===== config.mk =====
export PLATFORM = sky130hd
export DESIGN_NAME = incremental_bounding_sphere
export DESIGN_NICKNAME = d
export VERILOG_FILES = /design/src/hw/rtl/ibs_pkg.sv /design/src/hw/rtl/incremental_bounding_sphere.sv
export SDC_FILE = /design/constraint.sdc
export NUM_CORES = 2
export LEC_CHECK = 0
export BUFFER_PORTS_ARGS = -buffer_cell sky130_fd_sc_hd__clkbuf_2
export CAP_MARGIN = 25
export CORE_MARGIN = 2
export CORE_UTILIZATION = 40
export CTS_BUF_LIST = sky130_fd_sc_hd__clkbuf_8 sky130_fd_sc_hd__clkbuf_16
export DETAILED_ROUTE_END_ITERATION = 8
export PLACE_DENSITY = 0.62
export SYNTH_ARGS = -nofsm -noshare
export SYNTH_HDL_FRONTEND = slang
export SYNTH_SLANG_ARGS = --single-unit

===== constraint.sdc =====
create_clock -name aclk -period 16.2 [get_ports aclk]
set_clock_uncertainty 0.1 [all_clocks]
set_input_delay 2.43 -clock aclk [delete_from_list [all_inputs] [get_ports aclk]]
set_output_delay 2.43 -clock aclk [all_outputs]
set_load 0.03 [all_outputs]

===== src/hw/rtl/ibs_pkg.sv =====
// ----------------------------------------------------------------------------
// Incremental bounding sphere package
// Shared payload types and arithmetic constants for the bounding sphere block.
// ----------------------------------------------------------------------------
package ibs_pkg;

    // One input item: sphere centre, radius and restart flag.
    typedef struct packed {
        logic signed [31:0] item_x;
        logic signed [31:0] item_y;
        logic signed [31:0] item_z;
        logic signed [31:0] item_radius;
        logic               restart;
    } ibs_item_t;

    // One result: the current bounding sphere.
    typedef struct packed {
        logic signed [31:0] center_x;
        logic signed [31:0] center_y;
        logic signed [31:0] center_z;
        logic        [30:0] bound_radius;
        logic               is_empty;
    } ibs_result_t;

    localparam logic [30:0] RADIUS_MAX = 31'h7FFF_FFFF;
    // Root digits for a 66-bit sum of squares, two radicand bits per step.
    localparam int          SQRT_STEPS = 33;
    // Quotient bits of one centre step; the step never exceeds a 32-bit magnitude.
    localparam int          DIV_STEPS  = 32;
    localparam logic [1:0]  AXIS_LAST  = 2'd2;

endpackage


===== src/hw/rtl/incremental_bounding_sphere.sv =====
// ----------------------------------------------------------------------------
// Incremental bounding sphere
// Folds one sphere per item into a running bounding sphere, using a single
// shared multiplier, a digit-serial square root and a bit-serial divider.
// ----------------------------------------------------------------------------
//  Channel   Direction  Signals                    Payload
//  s_        in         s_valid, s_ready, s_item    ibs_item_t
//  m_        out        m_valid, m_ready, m_result  ibs_result_t
//  cfg       in         cfg_we, cfg_wdata           grow_mode
//
//  A negative item, or one that meets an empty sphere, has its result valid
//  on the cycle after its transfer. Any other item squares and sums the
//  differences on each axis, runs 33 root steps, then takes a decision step.
//  A growing item in centre-moving mode then multiplies, divides and applies per axis.
//  Reset (aresetn low, synchronous) gives an empty sphere and grow_mode 0.
//  s_ready is high only while idle; the result holds until m_ready takes it.
// ----------------------------------------------------------------------------
module incremental_bounding_sphere
    import ibs_pkg::*;
(
    input  logic        aclk,
    input  logic        aresetn,
    input  logic        s_valid,
    output logic        s_ready,
    input  ibs_item_t   s_item,
    output logic        m_valid,
    input  logic        m_ready,
    output ibs_result_t m_result,
    input  logic        cfg_we,
    input  logic        cfg_wdata
);

    typedef enum logic [3:0] {
        ST_IDLE, ST_SQ_MUL, ST_SQ_ACC, ST_SQRT, ST_DECIDE,
        ST_DMUL, ST_DIV, ST_APPLY, ST_OUT
    } state_t;

    state_t             state_reg;
    logic               mode_reg;
    ibs_item_t          item_reg;
    logic signed [31:0] center_reg [3];
    logic        [30:0] radius_reg;
    logic               empty_reg;
    logic        [1:0]  axis_reg;
    logic        [5:0]  cnt_reg;
    logic        [65:0] acc_reg;
    logic        [65:0] prod_reg;
    logic        [34:0] rem_reg;
    logic        [32:0] root_reg;
    logic        [31:0] quot_reg;
    logic        [33:0] delta_reg;
    logic               neg_reg;

    logic signed [31:0] item_axis;
    logic signed [32:0] diff;
    logic        [32:0] mag33;
    logic        [31:0] mag;
    logic        [33:0] mul_a;
    logic        [65:0] prod;
    logic        [36:0] rem_sh;
    logic        [36:0] trial;
    logic               sq_ge;
    logic        [34:0] dsh;
    logic        [34:0] dist_div;
    logic               d_ge;
    logic        [34:0] dist35;
    logic        [34:0] r35;
    logic        [34:0] ir35;
    logic        [34:0] sum_dr;
    logic        [34:0] sum_di;
    logic        [34:0] total;
    logic        [33:0] nr;
    logic        [33:0] delta;
    logic        [30:0] nr_sat;
    logic        [30:0] reach_sat;

    // Axis difference, item minus centre, and its magnitude.
    always_comb begin
        case (axis_reg)
            2'd0:    item_axis = item_reg.item_x;
            2'd1:    item_axis = item_reg.item_y;
            default: item_axis = item_reg.item_z;
        endcase
        diff  = {item_axis[31], item_axis} - {center_reg[axis_reg][31], center_reg[axis_reg]};
        mag33 = diff[32] ? (33'd0 - diff) : diff;
        mag   = mag33[31:0];
    end

    // Shared multiplier: squares first, then radius growth times magnitude.
    assign mul_a = (state_reg == ST_SQ_MUL) ? {2'b00, mag} : delta_reg;
    assign prod  = 66'(mul_a) * 66'(mag);

    // One digit of the square root.
    assign rem_sh = {rem_reg, acc_reg[65:64]};
    assign trial  = {2'b00, root_reg, 2'b01};
    assign sq_ge  = rem_sh >= trial;

    // One bit of the restoring division by the distance.
    assign dsh      = {rem_reg[33:0], acc_reg[31]};
    assign dist_div = {2'b00, root_reg};
    assign d_ge     = dsh >= dist_div;

    // Growth decision terms.
    always_comb begin
        dist35    = {2'b00, root_reg};
        r35       = {4'b0000, radius_reg};
        ir35      = {4'b0000, item_reg.item_radius[30:0]};
        sum_dr    = dist35 + r35;
        sum_di    = dist35 + ir35;
        total     = sum_dr + ir35;
        nr        = total[34:1];
        delta     = nr - {3'b000, radius_reg};
        nr_sat    = (nr > {3'b000, RADIUS_MAX}) ? RADIUS_MAX : nr[30:0];
        reach_sat = (sum_di > {4'b0000, RADIUS_MAX}) ? RADIUS_MAX : sum_di[30:0];
    end

    // Sequencer and sphere state.
    always_ff @(posedge aclk) begin
        if (!aresetn) begin
            state_reg  <= ST_IDLE;
            mode_reg   <= 1'b0;
            center_reg <= '{3{32'sd0}};
            radius_reg <= '0;
            empty_reg  <= 1'b1;
            axis_reg   <= '0;
            cnt_reg    <= '0;
        end else begin
            if (cfg_we) begin
                mode_reg <= cfg_wdata;
            end
            case (state_reg)
                ST_IDLE: begin
                    if (s_valid) begin
                        item_reg <= s_item;
                        axis_reg <= '0;
                        acc_reg  <= '0;
                        if (s_item.restart) begin
                            center_reg <= '{3{32'sd0}};
                            radius_reg <= '0;
                            empty_reg  <= 1'b1;
                        end
                        if (s_item.item_radius[31]) begin
                            state_reg <= ST_OUT;
                        end else if (s_item.restart || empty_reg) begin
                            center_reg[0] <= s_item.item_x;
                            center_reg[1] <= s_item.item_y;
                            center_reg[2] <= s_item.item_z;
                            radius_reg    <= s_item.item_radius[30:0];
                            empty_reg     <= 1'b0;
                            state_reg     <= ST_OUT;
                        end else begin
                            state_reg <= ST_SQ_MUL;
                        end
                    end
                end
                ST_SQ_MUL: begin
                    prod_reg  <= prod;
                    state_reg <= ST_SQ_ACC;
                end
                ST_SQ_ACC: begin
                    acc_reg <= acc_reg + prod_reg;
                    if (axis_reg == AXIS_LAST) begin
                        rem_reg   <= '0;
                        root_reg  <= '0;
                        cnt_reg   <= '0;
                        state_reg <= ST_SQRT;
                    end else begin
                        axis_reg  <= axis_reg + 2'd1;
                        state_reg <= ST_SQ_MUL;
                    end
                end
                ST_SQRT: begin
                    rem_reg  <= sq_ge ? 35'(rem_sh - trial) : rem_sh[34:0];
                    root_reg <= {root_reg[31:0], sq_ge};
                    acc_reg  <= {acc_reg[63:0], 2'b00};
                    cnt_reg  <= cnt_reg + 6'd1;
                    if (cnt_reg == 6'(SQRT_STEPS - 1)) begin
                        state_reg <= ST_DECIDE;
                    end
                end
                ST_DECIDE: begin
                    axis_reg  <= '0;
                    state_reg <= ST_OUT;
                    if (mode_reg) begin
                        if (r35 < sum_di) begin
                            radius_reg <= reach_sat;
                        end
                    end else if (!(ir35 < sum_dr)) begin
                        // The item encloses the sphere and replaces it.
                        center_reg[0] <= item_reg.item_x;
                        center_reg[1] <= item_reg.item_y;
                        center_reg[2] <= item_reg.item_z;
                        radius_reg    <= item_reg.item_radius[30:0];
                    end else if (r35 < sum_di) begin
                        delta_reg  <= delta;
                        radius_reg <= nr_sat;
                        state_reg  <= ST_DMUL;
                    end
                end
                ST_DMUL: begin
                    rem_reg   <= {1'b0, prod[65:32]};
                    acc_reg   <= {34'd0, prod[31:0]};
                    neg_reg   <= diff[32];
                    cnt_reg   <= '0;
                    state_reg <= ST_DIV;
                end
                ST_DIV: begin
                    rem_reg  <= d_ge ? (dsh - dist_div) : dsh;
                    quot_reg <= {quot_reg[30:0], d_ge};
                    acc_reg  <= {acc_reg[64:0], 1'b0};
                    cnt_reg  <= cnt_reg + 6'd1;
                    if (cnt_reg == 6'(DIV_STEPS - 1)) begin
                        state_reg <= ST_APPLY;
                    end
                end
                ST_APPLY: begin
                    center_reg[axis_reg] <= neg_reg ? (center_reg[axis_reg] - quot_reg)
                                                    : (center_reg[axis_reg] + quot_reg);
                    if (axis_reg == AXIS_LAST) begin
                        state_reg <= ST_OUT;
                    end else begin
                        axis_reg  <= axis_reg + 2'd1;
                        state_reg <= ST_DMUL;
                    end
                end
                ST_OUT: begin
                    if (m_ready) begin
                        state_reg <= ST_IDLE;
                    end
                end
                default: begin
                    state_reg <= ST_IDLE;
                end
            endcase
        end
    end

    // Handshake outputs and result payload.
    assign s_ready               = (state_reg == ST_IDLE);
    assign m_valid               = (state_reg == ST_OUT);
    assign m_result.center_x     = center_reg[0];
    assign m_result.center_y     = center_reg[1];
    assign m_result.center_z     = center_reg[2];
    assign m_result.bound_radius = radius_reg;
    assign m_result.is_empty     = empty_reg;

`ifndef ASSERT_OFF
    // An empty sphere always has zero centre and radius.
    a_empty_zero: assert property (@(posedge aclk) disable iff (!aresetn)
        empty_reg |-> (radius_reg == '0 && center_reg[0] == '0 &&
                       center_reg[1] == '0 && center_reg[2] == '0))
        else $error("empty sphere holds nonzero state");

    // The block never takes an item while a result is on offer.
    a_one_item: assert property (@(posedge aclk) disable iff (!aresetn)
        !(s_ready && m_valid))
        else $error("input ready while result valid");

    // A negative item leaves the sphere untouched apart from restart.
    a_neg_item: assert property (@(posedge aclk) disable iff (!aresetn)
        (s_valid && s_ready && s_item.item_radius[31] && !s_item.restart)
        |=> $stable(radius_reg) && $stable(empty_reg) && m_valid)
        else $error("negative item changed the sphere");

    // Division magnitude never overflows its remainder range.
    a_div_rem: assert property (@(posedge aclk) disable iff (!aresetn)
        (state_reg == ST_DIV) |-> (rem_reg < {2'b00, root_reg}))
        else $error("division remainder out of range");
`endif

endmodule

==> impl_results.rst <==
.. list-table::
   :header-rows: 1

   * - Metric
     - Value
   * - Status
     - complete, no violations
   * - NumNets Final
     - 10.90k
   * - Number of remaining DRC errors
     - 0
   * - I/O pins
     - 265
   * - Critical path data arrival time
     - 15.43 ns
   * - Largest stage delay on the critical path
     - 0.88 ns
   * - Buffers inserted during post-CTS setup optimization
     - 0
   * - RSZ-0062 raised after global routing
     - false
   * - Endpoints failing hold
     - 0
   * - Total of max-cap violations
     - 0
   * - Relative slew margins
     - 0.2164
   * - Time the final worst path needs with I/O delays and setup
     - 15.08 ns
   * - Total of flip-flops plus latches after synthesis
     - 535
   * - Layout fillers
     - 19.57k
   * - Global-route track usage on met3
     - 0.06380
   * - Register Area
     - 14660 um^2
   * - Multi-input gate area in the final layout
     - 58630 um^2
   * - Met2 usage
     - 0.4540
   * - Post-synth top flop
     - sky130_fd_sc_hd__edfxtp_1
   * - Share of post-route cells with drive strength above 1
     - 0.07671
   * - Setup crit start kind
     - register
   * - First-pass DRT Iterations
     - 8
   * - Overflow after GRT
     - 0
   * - Row Count
     - 163
   * - Measured slew at the worst slew-check pin
     - 1.165 ns
   * - Fraction of post-synthesis cell area in the top cell type by area
     - 0.2438
   * - Total Die Area
     - 201400 um^2
   * - Chip width
     - 448.8 um
   * - CTS H-Tree Depth
     - 3
   * - Proportion of synthesized chip area in sequential cells
     - 0.1852
   * - Clk_lat worst skew
     - 0.75 ns
   * - Clock buffers created by TritonCTS
     - 68
   * - Critical path class
     - register to register
   * - Share of synthesized registers carrying an async set or reset
     - 0
   * - Hold Slack
     - 0.4129 ns
   * - Detail Placement HPWL
     - 233.7 mm
   * - Worst min-delay path class
     - register to register
   * - Remaining antenna violation count
     - 0
   * - Clock transition at path regs
     - 0.07 ns
   * - Count of yosys warnings during synthesis
     - 0
   * - Combined global-route utilization of all metal layers
     - 0.2901
   * - Average footprint of a synthesized cell
     - 8.682 um^2
   * - Ranking of synthesized cells by instance count
     - sky130_fd_sc_hd__inv_1 (1228), sky130_fd_sc_hd__nand2_1 (1063), sky130_fd_sc_hd__fa_1 (964)
   * - Vias in the first global route
     - 70.66k
   * - Via count
     - 69.78k
   * - Setup TNS Final
     - 0 ns
   * - Kind of end point of the critical path
     - register
   * - CP Data Required Time
     - 16.55 ns
   * - Maximum clock path buffer count
     - 3
   * - Final period utilization
     - 0.9307
   * - Cells resized by post-CTS repair
     - 0
   * - Mapped Nets
     - 10.87k
   * - Number of distinct library cells after synthesis
     - 97
   * - Cell taking the most area after synthesis
     - sky130_fd_sc_hd__fa_1
   * - Number of antenna violations at the first check in global routing
     - 11
   * - Synth Instances
     - 9116
   * - Met1 track utilization from global routing
     - 0.3804
   * - Core footprint
     - 197000 um^2
   * - Average wire length per cell after detail routing
     - 25.12 um
   * - Cell with the largest stage delay on the worst path
     - sky130_fd_sc_hd__a21oi_1
   * - Total standard cell area after synthesis
     - 79140 um^2
   * - Worst path most repeated cell
     - sky130_fd_sc_hd__inv_1
   * - Number of enable-type register cells in the synthesized netlist
     - 394
   * - Final setup violation count
     - 0
   * - Count leader, synth
     - sky130_fd_sc_hd__inv_1
   * - Layout area overhead
     - 9.109%
   * - Final wirelength
     - 297.6 mm
   * - Vertical die dimension
     - 448.8 um
   * - Maximum number of pins on one net before global-route repair
     - 107
   * - TritonCTS clock tree
     - yes
   * - Total clock sinks
     - 535
   * - Fmax
     - 66.32 MHz
   * - Global-route wire length before repair
     - 445.7 mm
   * - Count of input and output buffers
     - 264
   * - Initial core utilization
     - 0.4017
   * - Mean number of vias per cell
     - 5.888
   * - Most area-consuming cells after synthesis
     - sky130_fd_sc_hd__fa_1 (24%), sky130_fd_sc_hd__edfxtp_1 (15%), sky130_fd_sc_hd__ha_1 (10%)
   * - Highest-utilization routing layer at the global route stage
     - met2
   * - Highest net fanout along the worst path
     - 18
   * - DR iter-0 viols
     - 7629
   * - Count of final max-slew check failures
     - 0
   * - Post-CTS Hold Fix Bufs
     - 0
   * - Buffer cell driving the clock tree root
     - sky130_fd_sc_hd__clkbuf_16
   * - Final Wtd Congestion
     - 1.016
[cells in the final DEF (no fill, tap or decap), drive strengths merged, types with 86 or more instances in the layout]
cell type and count:
a22oi 163, nand3 101, ha 652, nor2 768, nor2b 136, nand2 1063
xnor2 266, a21oi 632, dfxtp 141, nor3 97, clkbuf 334, nor3b 106
a21o 267, buf 177, xor2 158, nand2b 86, edfxtp 394, o21ai 388
o21a 88, inv 1253, fa 964
[worst paths after layout]
kind / from / endpoint / slack (ns) / depth (start not counted)
setup / recovery: axis_reg[0] / rem_reg[27] / 1.12 / 48
hold / removal: quot_reg[13] / quot_reg[14] / 0.41 / 0
setup reg to reg: axis_reg[0] / rem_reg[27] / 1.12 / 48
hold reg to reg: quot_reg[13] / quot_reg[14] / 0.41 / 0
[critical path, delay by kind of cell, from the launching register on]
family	cells	cell delay (ns)
AO/OA/AOI/OAI	21	6.55
adder cells (fa/ha/maj)	12	5.41
XOR/XNOR	2	0.53
AND/OR/NAND/NOR	2	0.40
buffers and inverters	11	1.25
flip-flops	1	0.52
[final cells by class]
cell class | instances | share of cell area
antenna | 8 | 0.0002318
clock buffer | 72 | 0.02047
clock inverter | 52 | 0.006506
inverter | 1228 | 0.05338
multi-input combinational | 6877 | 0.6789
sequential | 535 | 0.1697
tap | 2640 | 0.03825
timing repair buffer | 439 | 0.03256
[metal layers]
| metal | wire length (um) | share of wire |
|---|---|---|
| met5 | 18 | 0.000060 |
| met2 | 131600 | 0.44 |
| met4 | 16550 | 0.056 |
| met1 | 120400 | 0.40 |
| met3 | 29050 | 0.098 |
[metrics by stage]
| step | instances | utilization | setup slack, ns | cell area (um^2) |
|---|---|---|---|---|
| floorplan | 9116 | - | 3.064 | 79140 |
| global placement | 11701 | 0.4249 | 1.514 | 83710 |
| detailed placement | 11710 | 0.4255 | 1.457 | 83840 |
| CTS | 11834 | 0.4374 | 1.374 | 86170 |
| global route | 11851 | 0.4383 | 0.3431 | 86350 |
| finish | 11851 | 0.4383 | 1.122 | 86350 |
[logic make-up after synthesis]
group,count (synthesis),share of synthesized area
AND/OR/NAND/NOR,2616,0.1494
AO/OA/AOI/OAI,2158,0.1812
buffers and inverters,1704,0.08156
adder cells (fa/ha/maj),1616,0.3469
flip-flops,535,0.1852
XOR/XNOR,425,0.04774
multiplexers,62,0.007968
Power is left out: the tool's default activity adds up to more than one toggle a clock period on the data nets, which glitch-free logic cannot reach.
